<file path="src/rtl/nsu8_pkg.sv">
// shared types, constants and encoding functions for the name string transcoder
package nsu8_pkg;

    localparam int QUEUE_DEPTH_DEFAULT = 2;

    localparam logic ENC_UTF16BE  = 1'b0;
    localparam logic ENC_ROMAN    = 1'b1;

    localparam logic [15:0] REPLACEMENT_CP = 16'hFFFD;
    localparam logic [20:0] SUPP_BASE      = 21'h010000;
    localparam logic [5:0]  HIGH_SURR_TAG  = 6'b110110;
    localparam logic [5:0]  LOW_SURR_TAG   = 6'b110111;

    localparam logic [15:0] ROMAN_MAP [0:127] = '{
        16'h00C4, 16'h00C5, 16'h00C7, 16'h00C9, 16'h00D1, 16'h00D6, 16'h00DC, 16'h00E1,
        16'h00E0, 16'h00E2, 16'h00E4, 16'h00E3, 16'h00E5, 16'h00E7, 16'h00E9, 16'h00E8,
        16'h00EA, 16'h00EB, 16'h00ED, 16'h00EC, 16'h00EE, 16'h00EF, 16'h00F1, 16'h00F3,
        16'h00F2, 16'h00F4, 16'h00F6, 16'h00F5, 16'h00FA, 16'h00F9, 16'h00FB, 16'h00FC,
        16'h2020, 16'h00B0, 16'h00A2, 16'h00A3, 16'h00A7, 16'h2022, 16'h00B6, 16'h00DF,
        16'h00AE, 16'h00A9, 16'h2122, 16'h00B4, 16'h00A8, 16'h2260, 16'h00C6, 16'h00D8,
        16'h221E, 16'h00B1, 16'h2264, 16'h2265, 16'h00A5, 16'h00B5, 16'h2202, 16'h2211,
        16'h220F, 16'h03C0, 16'h222B, 16'h00AA, 16'h00BA, 16'h03A9, 16'h00E6, 16'h00F8,
        16'h00BF, 16'h00A1, 16'h00AC, 16'h221A, 16'h0192, 16'h2248, 16'h2206, 16'h00AB,
        16'h00BB, 16'h2026, 16'h00A0, 16'h00C0, 16'h00C3, 16'h00D5, 16'h0152, 16'h0153,
        16'h2013, 16'h2014, 16'h201C, 16'h201D, 16'h2018, 16'h2019, 16'h00F7, 16'h25CA,
        16'h00FF, 16'h0178, 16'h2044, 16'h20AC, 16'h2039, 16'h203A, 16'hFB01, 16'hFB02,
        16'h2021, 16'h00B7, 16'h201A, 16'h201E, 16'h2030, 16'h00C2, 16'h00CA, 16'h00C1,
        16'h00CB, 16'h00C8, 16'h00CD, 16'h00CE, 16'h00CF, 16'h00CC, 16'h00D3, 16'h00D4,
        16'hF8FF, 16'h00D2, 16'h00DA, 16'h00DB, 16'h00D9, 16'h0131, 16'h02C6, 16'h02DC,
        16'h00AF, 16'h02D8, 16'h02D9, 16'h02DA, 16'h00B8, 16'h02DD, 16'h02DB, 16'h02C7
    };

    // up to two code points caused by one input byte
    typedef struct packed {
        logic [20:0] cp0;
        logic        mal0;
        logic        v0;
        logic [15:0] cp1;
        logic        mal1;
        logic        v1;
        logic        last;
    } nsu8_entry_t;

    // number of utf-8 bytes minus one
    function automatic logic [1:0] utf8_len_m1(input logic [20:0] cp);
        logic [1:0] n;
        if (cp < 21'h000080) begin
            n = 2'd0;
        end else if (cp < 21'h000800) begin
            n = 2'd1;
        end else if (cp < 21'h010000) begin
            n = 2'd2;
        end else begin
            n = 2'd3;
        end
        return n;
    endfunction

    function automatic logic [7:0] utf8_byte_at(input logic [20:0] cp,
                                                input logic [1:0] len_m1,
                                                input logic [1:0] idx);
        logic [7:0] b;
        logic [1:0] grp;
        grp = len_m1 - idx;
        if (idx == 2'd0) begin
            case (len_m1)
                2'd0:    b = {1'b0, cp[6:0]};
                2'd1:    b = {3'b110, cp[10:6]};
                2'd2:    b = {4'b1110, cp[15:12]};
                2'd3:    b = {5'b11110, cp[20:18]};
                default: b = 8'h00;
            endcase
        end else begin
            case (grp)
                2'd0:    b = {2'b10, cp[5:0]};
                2'd1:    b = {2'b10, cp[11:6]};
                2'd2:    b = {2'b10, cp[17:12]};
                default: b = 8'h00;
            endcase
        end
        return b;
    endfunction

endpackage

</file>
<file path="src/rtl/nsu8_front.sv">
// front end: input transfer, decoding state and classification into code point entries
module nsu8_front (
    input  logic               clk,
    input  logic               rst_n,
    input  logic               cfg_we,
    input  logic               cfg_wdata,
    input  logic               in_valid,
    output logic               in_stall,
    input  logic [7:0]         data_byte,
    input  logic               last_byte,
    input  logic               q_full,
    output logic               push,
    output nsu8_pkg::nsu8_entry_t entry
);
    import nsu8_pkg::*;

    logic        enc_reg, enc_next;
    logic [7:0]  held_reg, held_next;
    logic        have_held_reg, have_held_next;
    logic [9:0]  pend_reg, pend_next;
    logic        pend_v_reg, pend_v_next;

    logic [15:0] unit;
    logic        is_high, is_low, pair, pend_fail, pend_after;
    logic        a_v, b_v, c_v, a_mal, b_mal;
    logic [20:0] a_cp;
    logic [15:0] b_cp;
    logic        accept;

    always_comb
    begin
        unit       = {held_reg, data_byte};
        is_high    = unit[15:10] == HIGH_SURR_TAG;
        is_low     = unit[15:10] == LOW_SURR_TAG;
        pair       = have_held_reg && pend_v_reg && is_low;
        pend_fail  = have_held_reg && pend_v_reg && !is_low;
        pend_after = have_held_reg ? (!pair && is_high) : pend_v_reg;

        a_v   = pair || pend_fail;
        a_cp  = pair ? (SUPP_BASE + {1'b0, pend_reg, unit[9:0]}) : {5'b0, REPLACEMENT_CP};
        a_mal = pend_fail;
        b_v   = have_held_reg && !is_high && !pair;
        b_cp  = is_low ? REPLACEMENT_CP : unit;
        b_mal = is_low;
        c_v   = last_byte && pend_after;

        entry.last = last_byte;
        if (enc_reg == ENC_ROMAN) begin
            entry.v0   = 1'b1;
            entry.cp0  = data_byte[7] ? {5'b0, ROMAN_MAP[data_byte[6:0]]}
                                      : {13'b0, data_byte};
            entry.mal0 = 1'b0;
            entry.v1   = 1'b0;
            entry.cp1  = 16'h0000;
            entry.mal1 = 1'b0;
        end else begin
            entry.v0   = a_v || b_v || c_v;
            entry.cp0  = a_v ? a_cp : (b_v ? {5'b0, b_cp} : {5'b0, REPLACEMENT_CP});
            entry.mal0 = a_v ? a_mal : (b_v ? b_mal : 1'b1);
            entry.v1   = a_v && (b_v || c_v);
            entry.cp1  = b_v ? b_cp : REPLACEMENT_CP;
            entry.mal1 = b_v ? b_mal : 1'b1;
        end

        in_stall = q_full;
        accept   = in_valid && !q_full;
        push     = accept && (entry.v0 || last_byte);

        enc_next       = enc_reg;
        held_next      = held_reg;
        have_held_next = have_held_reg;
        pend_next      = pend_reg;
        pend_v_next    = pend_v_reg;
        if (cfg_we) begin
            enc_next       = cfg_wdata;
            have_held_next = 1'b0;
            pend_v_next    = 1'b0;
        end else if (accept) begin
            if (last_byte) begin
                have_held_next = 1'b0;
                pend_v_next    = 1'b0;
            end else if (enc_reg == ENC_UTF16BE) begin
                if (have_held_reg) begin
                    have_held_next = 1'b0;
                    pend_v_next    = pend_after;
                    if (is_high && !pair) begin
                        pend_next = unit[9:0];
                    end
                end else begin
                    held_next      = data_byte;
                    have_held_next = 1'b1;
                end
            end
        end
    end

    always_ff @(posedge clk or negedge rst_n)
    begin
        if (!rst_n) begin
            enc_reg       <= ENC_UTF16BE;
            have_held_reg <= 1'b0;
            pend_v_reg    <= 1'b0;
        end else begin
            enc_reg       <= enc_next;
            have_held_reg <= have_held_next;
            pend_v_reg    <= pend_v_next;
        end
    end

    always_ff @(posedge clk)
    begin
        held_reg <= held_next;
        pend_reg <= pend_next;
    end

endmodule

</file>
<file path="src/rtl/nsu8_queue.sv">
// short entry queue between front and back
module nsu8_queue #(
    parameter int DEPTH = nsu8_pkg::QUEUE_DEPTH_DEFAULT
) (
    input  logic                  clk,
    input  logic                  rst_n,
    input  logic                  push,
    input  nsu8_pkg::nsu8_entry_t push_entry,
    input  logic                  pop,
    output logic                  not_empty,
    output logic                  full,
    output nsu8_pkg::nsu8_entry_t head
);
    import nsu8_pkg::*;

    localparam int PW = $clog2(DEPTH);
    localparam int CW = $clog2(DEPTH + 1);
    localparam logic [PW-1:0] LAST_PTR = PW'(DEPTH - 1);
    localparam logic [CW-1:0] FULL_CNT = CW'(DEPTH);

    nsu8_entry_t   mem_reg [DEPTH];
    logic [PW-1:0] wr_ptr_reg, wr_ptr_next;
    logic [PW-1:0] rd_ptr_reg, rd_ptr_next;
    logic [CW-1:0] count_reg, count_next;

    always_comb
    begin
        not_empty   = count_reg != '0;
        full        = count_reg == FULL_CNT;
        head        = mem_reg[rd_ptr_reg];
        wr_ptr_next = wr_ptr_reg;
        rd_ptr_next = rd_ptr_reg;
        count_next  = count_reg;
        if (push) begin
            wr_ptr_next = (wr_ptr_reg == LAST_PTR) ? '0 : wr_ptr_reg + 1'b1;
        end
        if (pop) begin
            rd_ptr_next = (rd_ptr_reg == LAST_PTR) ? '0 : rd_ptr_reg + 1'b1;
        end
        case ({push, pop})
            2'b10:   count_next = count_reg + 1'b1;
            2'b01:   count_next = count_reg - 1'b1;
            default: count_next = count_reg;
        endcase
    end

    always_ff @(posedge clk or negedge rst_n)
    begin
        if (!rst_n) begin
            wr_ptr_reg <= '0;
            rd_ptr_reg <= '0;
            count_reg  <= '0;
        end else begin
            wr_ptr_reg <= wr_ptr_next;
            rd_ptr_reg <= rd_ptr_next;
            count_reg  <= count_next;
        end
    end

    always_ff @(posedge clk)
    begin
        if (push) begin
            mem_reg[wr_ptr_reg] <= push_entry;
        end
    end

endmodule

</file>
<file path="src/rtl/nsu8_back.sv">
// back end: utf-8 byte sequencer and output register
module nsu8_back (
    input  logic                  clk,
    input  logic                  rst_n,
    input  logic                  q_valid,
    input  nsu8_pkg::nsu8_entry_t e,
    output logic                  pop,
    output logic                  out_valid,
    input  logic                  out_stall,
    output logic [7:0]            utf8_byte,
    output logic                  byte_valid,
    output logic                  char_end,
    output logic                  string_end,
    output logic                  malformed
);
    import nsu8_pkg::*;

    logic        phase_reg, phase_next;
    logic [1:0]  idx_reg, idx_next;
    logic        ov_reg, ov_next;
    logic [7:0]  ob_reg, ob_next;
    logic        obv_reg, obv_next;
    logic        oce_reg, oce_next;
    logic        ose_reg, ose_next;
    logic        omal_reg, omal_next;

    logic        sel1, cur_has, cur_mal, cp_done, entry_done, load;
    logic [20:0] cur_cp;
    logic [1:0]  len_m1;

    always_comb
    begin
        sel1       = phase_reg || !e.v0;
        cur_cp     = sel1 ? {5'b0, e.cp1} : e.cp0;
        cur_mal    = sel1 ? e.mal1 : e.mal0;
        cur_has    = sel1 ? e.v1 : e.v0;
        len_m1     = utf8_len_m1(cur_cp);
        cp_done    = idx_reg == len_m1;
        entry_done = !cur_has || (cp_done && (sel1 || !e.v1));
        load       = q_valid && (!ov_reg || !out_stall);
        pop        = load && entry_done;

        phase_next = phase_reg;
        idx_next   = idx_reg;
        ov_next    = ov_reg && out_stall;
        ob_next    = ob_reg;
        obv_next   = obv_reg;
        oce_next   = oce_reg;
        ose_next   = ose_reg;
        omal_next  = omal_reg;
        if (load) begin
            ov_next   = 1'b1;
            ob_next   = cur_has ? utf8_byte_at(cur_cp, len_m1, idx_reg) : 8'h00;
            obv_next  = cur_has;
            oce_next  = cur_has && cp_done;
            ose_next  = entry_done && e.last;
            omal_next = cur_has && cur_mal;
            if (entry_done) begin
                phase_next = 1'b0;
                idx_next   = 2'd0;
            end else if (cp_done) begin
                phase_next = 1'b1;
                idx_next   = 2'd0;
            end else begin
                idx_next = idx_reg + 2'd1;
            end
        end

        out_valid  = ov_reg;
        utf8_byte  = ob_reg;
        byte_valid = obv_reg;
        char_end   = oce_reg;
        string_end = ose_reg;
        malformed  = omal_reg;
    end

    always_ff @(posedge clk or negedge rst_n)
    begin
        if (!rst_n) begin
            phase_reg <= 1'b0;
            idx_reg   <= 2'd0;
            ov_reg    <= 1'b0;
        end else begin
            phase_reg <= phase_next;
            idx_reg   <= idx_next;
            ov_reg    <= ov_next;
        end
    end

    always_ff @(posedge clk)
    begin
        ob_reg   <= ob_next;
        obv_reg  <= obv_next;
        oce_reg  <= oce_next;
        ose_reg  <= ose_next;
        omal_reg <= omal_next;
    end

endmodule

</file>
<file path="src/rtl/name_string_to_utf8_transcoder_core.sv">
// top level of the name string to utf-8 transcoder
//
// input channel: in_valid/in_stall carry data_byte and last_byte, one string byte per transfer
// output channel: out_valid/out_stall carry one utf-8 byte per transfer with its flags
// cfg_we/cfg_wdata write the source encoding (0 utf-16be, 1 roman single byte);
// a write also drops any partial unit or pending surrogate
// the front decodes each input byte in the cycle it is taken and pushes up to two
// code points into a queue of QUEUE_DEPTH entries; the back spells them out in utf-8
// each accepted byte passes through the queue and then the output register
// throughput: one input byte per cycle while the queue has room, one output byte per
// cycle while out_stall is low; the output port is the limit, so an input byte that
// expands to k utf-8 bytes holds its queue entry until all k of them have gone out
// a final byte with nothing to emit gives one bare end marker
// reset: queue empty, no output valid, utf-16be selected, no string state
// when out_stall is high the output register holds; the queue fills and in_stall rises
module name_string_to_utf8_transcoder_core #(
    parameter int QUEUE_DEPTH = nsu8_pkg::QUEUE_DEPTH_DEFAULT
) (
    input  logic       clk,
    input  logic       rst_n,
    input  logic       cfg_we,
    input  logic       cfg_wdata,
    input  logic       in_valid,
    output logic       in_stall,
    input  logic [7:0] data_byte,
    input  logic       last_byte,
    output logic       out_valid,
    input  logic       out_stall,
    output logic [7:0] utf8_byte,
    output logic       byte_valid,
    output logic       char_end,
    output logic       string_end,
    output logic       malformed
);
    import nsu8_pkg::*;

    nsu8_entry_t push_entry;
    nsu8_entry_t head;
    logic        push, pop, q_full, q_not_empty;

    nsu8_front u_front (
        .clk       (clk),
        .rst_n     (rst_n),
        .cfg_we    (cfg_we),
        .cfg_wdata (cfg_wdata),
        .in_valid  (in_valid),
        .in_stall  (in_stall),
        .data_byte (data_byte),
        .last_byte (last_byte),
        .q_full    (q_full),
        .push      (push),
        .entry     (push_entry)
    );

    nsu8_queue #(
        .DEPTH (QUEUE_DEPTH)
    ) u_queue (
        .clk        (clk),
        .rst_n      (rst_n),
        .push       (push),
        .push_entry (push_entry),
        .pop        (pop),
        .not_empty  (q_not_empty),
        .full       (q_full),
        .head       (head)
    );

    nsu8_back u_back (
        .clk        (clk),
        .rst_n      (rst_n),
        .q_valid    (q_not_empty),
        .e          (head),
        .pop        (pop),
        .out_valid  (out_valid),
        .out_stall  (out_stall),
        .utf8_byte  (utf8_byte),
        .byte_valid (byte_valid),
        .char_end   (char_end),
        .string_end (string_end),
        .malformed  (malformed)
    );

    a_no_overflow: assert property (@(posedge clk) disable iff (!rst_n)
        !(push && q_full))
        else $error("push into full queue");

    a_marker_shape: assert property (@(posedge clk) disable iff (!rst_n)
        out_valid && !byte_valid |-> string_end && !char_end && !malformed && utf8_byte == 8'h00)
        else $error("bad end marker");

    a_malformed_bytes: assert property (@(posedge clk) disable iff (!rst_n)
        out_valid && malformed |->
            utf8_byte == 8'hEF || utf8_byte == 8'hBF || utf8_byte == 8'hBD)
        else $error("malformed byte not a replacement character");

    a_end_on_char: assert property (@(posedge clk) disable iff (!rst_n)
        out_valid && string_end && byte_valid |-> char_end)
        else $error("string end inside a character");

endmodule

</file>
<file path="config.mk">
export PLATFORM = sky130hd
export DESIGN_NAME = name_string_to_utf8_transcoder_core
export DESIGN_NICKNAME = d
export VERILOG_FILES = /design/src/rtl/nsu8_pkg.sv /design/src/rtl/nsu8_front.sv /design/src/rtl/nsu8_queue.sv /design/src/rtl/nsu8_back.sv /design/src/rtl/name_string_to_utf8_transcoder_core.sv
export SDC_FILE = /design/constraint.sdc
export NUM_CORES = 1
export LEC_CHECK = 0
export ABC_AREA = 0
export BUFFER_PORTS_ARGS = -buffer_cell sky130_fd_sc_hd__buf_4
export CORE_UTILIZATION = 50
export CTS_CLUSTER_SIZE = 10
export DETAILED_ROUTE_END_ITERATION = 8
export PLACE_DENSITY_LB_ADDON = 0.1
export SLEW_MARGIN = 5
export SYNTH_ARGS = -nofsm -noshare
export SYNTH_HDL_FRONTEND = slang
export SYNTH_SLANG_ARGS = --single-unit
export TNS_END_PERCENT = 10
</file>
<file path="constraint.sdc">
create_clock -name clk -period 4 [get_ports clk]
set_clock_uncertainty 0.2 [all_clocks]
set_input_delay 0.6 -clock clk [delete_from_list [all_inputs] [get_ports clk]]
set_output_delay 0.6 -clock clk [all_outputs]
set_load 0.03 [all_outputs]
</file>
# --- Yosys cells after proc, flatten, opt, wreduce, memory -nomap -nowiden ---
# Memories as Yosys holds them, arrays and structs flattened.
# Cells that the tools add are included.
totals:
  reg_bits: 41
  ram_bits: 84
  romBits: 2048
  output_inout_bits: 14
  inputBits: 15
  latchBits: 0
  memories: 2
op_classes:
  n_div: 0
  bitwise: 5
  addsub: 7
  n_reduce_logical: 48
  eq_ne: 12
  shift: 0
  muxes: 41
  n_mul: 0
  order_cmp: 4
mem_list:
  columns: ["name", "words", "width", "rd", "rd_clocked_by_memory_dff", "wr", "line", "rtl"]
  rows:
  - ["(no name shown)", 128, 16, 1, 0, 0, "nsu8_front.sv:50", "entry.cp0 = data_byte[7] ? {5'b0, ROMAN_MAP[data_byte[6:0]]}"]
  - ["u_queue.mem_reg", 2, 42, 1, 0, 1, "nsu8_queue.sv:21", "nsu8_entry_t mem_reg [DEPTH];"]
ops:
  columns: ["op", "count"]
  rows:
  - ["2-to-1 mux 16 bit", 6]
  - ["2-to-1 mux 21 bit", 3]
  - ["2-to-1 mux 41 bit", 1]
  - ["one-hot mux 8 bit (4 select lines)", 1]
  - ["one-hot mux 8 bit (3 select lines)", 1]
  - ["2-to-1 mux 1 bit", 23]
  - ["adder 17 x 20 -> 21 bit (first input constant)", 1]
  - ["less-than comparator 21 x 12 -> 1 bit (second input constant)", 1]
  - ["less-than comparator 21 x 17 -> 1 bit (second input constant)", 1]
  - ["less-than comparator 21 x 8 -> 1 bit (second input constant)", 1]
  - ["logical AND 1 bit", 17]
  - ["== test 6 bit (second input constant)", 2]
  - ["== test 2 bit (second input constant)", 5]
  - ["logical NOT 1 bit", 9]
  - ["logical OR 1 bit", 9]
  - ["greater-or-equal comparator 8 bit (second input constant)", 1]
  - ["2-to-1 mux 2 bit", 4]
  - ["2-to-1 mux 8 bit", 1]
  - ["NOT 7 -> 8 bit", 1]
  - ["nonzero test 2 bit", 4]
  - ["== test 2 x 1 -> 1 bit (second input constant)", 3]
  - ["logical NOT 2 bit", 3]
  - ["AND reduction 6 bit", 1]
  - ["AND reduction 5 bit", 1]
  - ["11 further kinds", 17]

# --- Longest topological paths before layout ---
# An unclocked memory read counts as a cell.
logic_depth:
  ltp_word: 14
  depth_mapped: 16
  depth_no_buf: 14

# --- Hierarchy ---
# A second synthesis with hierarchy kept.
unflattened:
  cells_unflattened: 762
  hier_area_um2: 8102.8
by_module_without_submodules:
  columns: ["module", "cells_per_inst", "area_per_inst_um2", "n_inst"]
  rows:
  - ["nsu8_queue", 147, 3419.5, 1]
  - ["nsu8_front", 441, 3161.8, 1]
  - ["nsu8_back", 174, 1521.5, 1]

# --- Worst setup path before layout ---
# No wires, ideal clock.
synth_path:
  path_type: "input-to-reg"
  from: "input port in_valid"
  to: "memory u_queue.mem_reg[0][0] (netlist bit) (enable)"
  path_stages: 4
  setup_time_ps: 441
  required_ps: 3359
  n_path_buf: 0
  t_arrival_ps: 2872
  path_slack_ps: 486
  path_cell_list: "o21ai_0 -> a21oi_1 -> inv_1 -> nor2_1"
synth_via:
  elab_chain_cells: 4
synth_rtl:
  columns: ["item", "line", "rtl"]
  rows:
  - ["start: declaration", "name_string_to_utf8_transcoder_core.sv:23", "input logic in_valid,"]
  - ["logical AND 1 bit", "nsu8_front.sv:66", "accept = in_valid && !q_full;"]
  - ["logical AND 1 bit", "nsu8_front.sv:67", "push = accept && (entry.v0 || last_byte);"]
  - ["2-to-1 mux 1 bit", "nsu8_queue.sv:62", "if (push) begin"]
  - ["2-to-1 mux 1 bit (not written as such)", "nsu8_queue.sv:63", "mem_reg[wr_ptr_reg] <= push_entry;"]
  - ["end: declaration", "nsu8_queue.sv:21", null]
# Every way passes these cells.

# --- Final worst setup path ---
layout_path:
  from: "register u_back.phase_reg"
  to: "register u_queue.count_reg[1]"
layout_via:
  elab_chain_cells: 12
  elab_cells_between_ends: 19
  classes_between: "order compare: 3; eq/ne: 3; mux: 6; reduce/logical: 7"
layout_rtl:
  columns: ["item", "line", "rtl"]
  rows:
  - ["start: declaration", "nsu8_back.sv:18", "logic phase_reg, phase_next;"]
  - ["start signal: assignment", "nsu8_back.sv:84", "phase_reg <= phase_next;"]
  - ["logical OR 1 bit (*)", "nsu8_back.sv:33", "sel1 = phase_reg || !e.v0;"]
  - ["2-to-1 mux 21 bit", "nsu8_back.sv:34", "cur_cp = sel1 ? {5'b0, e.cp1} : e.cp0;"]
  - ["less-than comparator 21 x 17 -> 1 bit", "nsu8_pkg.sv:51", "end else if (cp < 21'h010000) begin"]
  - ["2-to-1 mux 1 bit", "nsu8_pkg.sv:51", null]
  - ["2-to-1 mux 2 bit", "nsu8_pkg.sv:49", "end else if (cp < 21'h000800) begin"]
  - ["2-to-1 mux 2 bit", "nsu8_pkg.sv:47", "if (cp < 21'h000080) begin"]
  - ["== test 2 bit", "nsu8_back.sv:38", "cp_done = idx_reg == len_m1;"]
  - ["logical AND 1 bit", "nsu8_back.sv:39", "entry_done = !cur_has || (cp_done && (sel1 || !e.v1));"]
  - ["logical OR 1 bit (*)", "nsu8_back.sv:39", null]
  - ["logical AND 1 bit (*)", "nsu8_back.sv:41", "pop = load && entry_done;"]
  - ["net pop", "name_string_to_utf8_transcoder_core.sv:39", "logic push, pop, q_full, q_not_empty;"]
  - ["== test 2 x 1 -> 1 bit or == test 2 bit (tied branches)", "nsu8_queue.sv:40", "case ({push, pop})"]
  - ["one-hot mux 2 bit (2 select lines) or nonzero test 2 bit (tied branches)", null, null]
  - ["end signal: assignment", "nsu8_queue.sv:56", "count_reg <= count_next;"]
  - ["end: declaration", "nsu8_queue.sv:24", "logic [CW-1:0] count_reg, count_next;"]
# The timed path passes the listed nets; every way through them passes the cells marked *.
# A chain may end at the register's enable or synchronous reset.

==> flow_metrics.tcl <==
set metrics [dict create \
    cts.root.buffer_cell "sky130_fd_sc_hd__clkbuf_16" \
    core-area_mm2 0.0147 \
    ctsResizeCount 0 \
    initial_core_util 0.520 \
    via_count_of_the_first_global_routing_pass 5695 \
    setup_violations 0 \
    drt.antenna.violating_nets 0 \
    period_share 0.900 \
    post_synth_instance_area_mm2 0.00764 \
    final_core_utilization 0.583 \
    setup.worst_path.class "register to register" \
    synthCells 731 \
    synth.yosys.warnings 0 \
    pre_cts_ws_ns 0.403 \
    pin_count_of_the_biggest_net_entering_global_routing 53 \
    cts_setup_buffers 0 \
    stdcell_area_mm2 0.00857 \
    worstSetupEndpointType "register" \
    final_net_count 774 \
    count_of_unique_library_cells_instantiated_by_yosys 79 \
    syn-num-nets 763 \
    worst_slack_ns 0.400 \
    seq_area_frac_synth 0.484 \
    tritoncts "yes" \
    synth_top_area_share 0.448 \
    yosysTopAreaCell "sky130_fd_sc_hd__edfxtp_1" \
    postSynth.topFlopCell "sky130_fd_sc_hd__edfxtp_1" \
    grt_pass1_wl_um 31600 \
    async_flop_share 0.0880 \
    portBuffers 28 \
    clock_insertion_delay_worst_skew_ns 0.42 \
    detailed_place.area_mm2 0.00799 \
    synth-seq-cells 125 \
    route.vias.total 5993 \
    io-pin-count 29 \
    worst-endpoint-arrival_ns 3.74 \
    totalNegativeSetupSlack_ns 0 \
    drc_violation_count_after_routing 2 \
    cts_buffers 17 \
    worst_max_slew_margin_expressed_relative_to_the_limit 0.345 \
    combined_global_route_utilization_of_all_metal_layers 0.264 \
    power.density_mw_per_mm2 630 \
    detail_route.vias_per_cell 6.38 \
    count_of_flip_flops_with_a_built_in_enable_after_synthesis 114 \
    rsz0062_at_grt "no" \
    dp_hpwl_um 14300 \
    drv_slew 0 \
    place.gp.congestion 0.928 \
    hold_viol 0 \
    dp.cells 906 \
    cap_viol_max_count 0 \
    floorplan_die_area_mm2 0.0158 \
    post_synth_main_area_contributors "sky130_fd_sc_hd__edfxtp_1, sky130_fd_sc_hd__mux2i_1, sky130_fd_sc_hd__a21oi_1, sky130_fd_sc_hd__dfrtp_1, sky130_fd_sc_hd__mux4_2" \
    holdCritPathClass "input pin to register" \
    antenna-diode-count 0 \
    wire_per_inst_um 21.3 \
    h-tree-depth 4 \
    post_route_cells_drive_above_1_share 0.154 \
    path_clk_slew_ns 0.06 \
    violations "DRC" \
    floorplan.rows 44 \
    synth_area_per_cell_um2 10.5 \
    drt_iter0_drc 684 \
    final-instance-count-excl-fill 939 \
    max_clock_freq_mhz 278 \
    die_width_um 126 \
    drtPass1Iterations 7 \
    fp.dieH_um 126 \
    vdd.ir_drop.worst_uv 288 \
    hold-worst-slack_ns 0.176 \
    tightest_slew_ns 0.975 \
    timing.critical_path.from_type "register" \
    largest_register_ff_count 84 \
    power.total_mw 5.40 \
    mostFrequentLayoutCell "sky130_fd_sc_hd__edfxtp_1" \
    clkSinkCount 125 \
    routed_wl_um 20000 \
    overflow 0 \
    worstPathRequired_ns 4.14 \
    ctsLongestPathBuffers 2 \
    antenna_violations_before_repair 0 \
    layout_common_cells "sky130_fd_sc_hd__edfxtp_1, sky130_fd_sc_hd__nand2_1, sky130_fd_sc_hd__a21oi_1" \
    leakagePower_nw 3.19 \
    outcome "finished, violations left" \
    period_needed_ns 3.60 \
    flow.area_growth_from_synthesis_pct 12.1 \
    path_max_fanout 7 \
]
-- Yosys cell counts, types with 4 or more instances --
cell                       number
sky130_fd_sc_hd__edfxtp_1     114
sky130_fd_sc_hd__buf_2          9
sky130_fd_sc_hd__or2_2          4
sky130_fd_sc_hd__nor2b_1       14
sky130_fd_sc_hd__mux2i_1       32
sky130_fd_sc_hd__nor3_1        25
sky130_fd_sc_hd__mux2_2        11
sky130_fd_sc_hd__o211ai_1      10
sky130_fd_sc_hd__nor2_1        59
sky130_fd_sc_hd__inv_1         25
sky130_fd_sc_hd__o21ai_0       43
sky130_fd_sc_hd__nor4_1         5
sky130_fd_sc_hd__a221oi_1       4
sky130_fd_sc_hd__o22ai_1       14
sky130_fd_sc_hd__o311a_1        4
sky130_fd_sc_hd__ha_1          17
sky130_fd_sc_hd__o221ai_1       4
sky130_fd_sc_hd__dfrtp_1       11
sky130_fd_sc_hd__clkbuf_1      40
sky130_fd_sc_hd__a31oi_1       12
sky130_fd_sc_hd__xnor2_1        6
sky130_fd_sc_hd__and2_1         7
sky130_fd_sc_hd__nand2b_1      17
sky130_fd_sc_hd__mux4_2        11
sky130_fd_sc_hd__a211o_1        5
sky130_fd_sc_hd__nand3_1       12
sky130_fd_sc_hd__a21oi_1       60
sky130_fd_sc_hd__a211oi_1      10
sky130_fd_sc_hd__nand2_1       60
sky130_fd_sc_hd__o211a_1        4
sky130_fd_sc_hd__buf_1          4
-- routing by layer --
metal,part of all wire,vias up,global-route usage
li1,-,2805,-
met1,0.45,2893,0.375
met2,0.45,250,0.397
met3,0.066,45,0.0489
met4,0.029,0,0.118
met5,0,-,0
-- worst paths after layout --
path / cells past startpoint / slack [ns] / startpoint / endpoint
setup / recovery: 13 / 0.40 / u_back.phase_reg / u_queue.count_reg[1]
hold / removal: 2 / 0.18 / cfg_we / u_front.have_held_reg
setup reg to reg: 13 / 0.40 / u_back.phase_reg / u_queue.count_reg[1]
hold reg to reg: 2 / 0.31 / u_queue.count_reg[1] / u_back.out_valid
max in group asynchronous: 2 / 3.07 / rst_n / u_back.phase_reg
min in group asynchronous: 2 / 0.37 / rst_n / u_queue.count_reg[1]
-- final cells by class --
cell class / count / area (µm²)
inverter: 27 / 101
sequential: 125 / 3700
clock inverter: 14 / 141
clock buffer: 18 / 429
timing repair buffer: 49 / 370
tap: 184 / 230
fill: 1201 / 6130
multi-input combinational: 522 / 3600
-- cells by family (layout without fill, tap and decap cells) --
| group | count (synthesis) | after routing | share of synthesized area |
|---|---|---|---|
| mux | 55 | 55 | 0.0935 |
| compound gates | 213 | 213 | 0.184 |
| xor+xnor | 11 | 11 | 0.0160 |
| simple gates | 226 | 226 | 0.148 |
| flops | 125 | 125 | 0.484 |
| buf+inv | 84 | 108 | 0.0462 |
| fa+ha+maj | 17 | 17 | 0.0278 |
-- critical path, cell delays in order, from the launching register on --
cell and delay [ns]:
sky130_fd_sc_hd__dfrtp_1 0.42, sky130_fd_sc_hd__nand2b_1 0.35, sky130_fd_sc_hd__mux2i_1 0.21, sky130_fd_sc_hd__and4bb_1 0.26
sky130_fd_sc_hd__or2_1 0.30, sky130_fd_sc_hd__nor2_1 0.13, sky130_fd_sc_hd__nor2_1 0.05, sky130_fd_sc_hd__ha_1 0.31
sky130_fd_sc_hd__inv_1 0.14, sky130_fd_sc_hd__o41a_1 0.49, sky130_fd_sc_hd__o41ai_4 0.08, sky130_fd_sc_hd__ha_1 0.32
sky130_fd_sc_hd__nor2_1 0.14, sky130_fd_sc_hd__xnor2_1 0.13
-- power breakdown --
group	leakage (nW)	internal (mW)	switching, mW
logic	1.73	0.778	1.22
clock network	0.266	0.914	0.558
registers	1.19	1.79	0.135
total	3.19	3.48	1.92
-- repair_timing --
| item | in CTS | in global routing |
|---|---|---|
| hold buffers | 1 | 0 |
| hold endpoints to repair | 11 | 0 |
| endpoints found under the setup margin | 0 | 0 |
(Power assumes the default switching activity.)
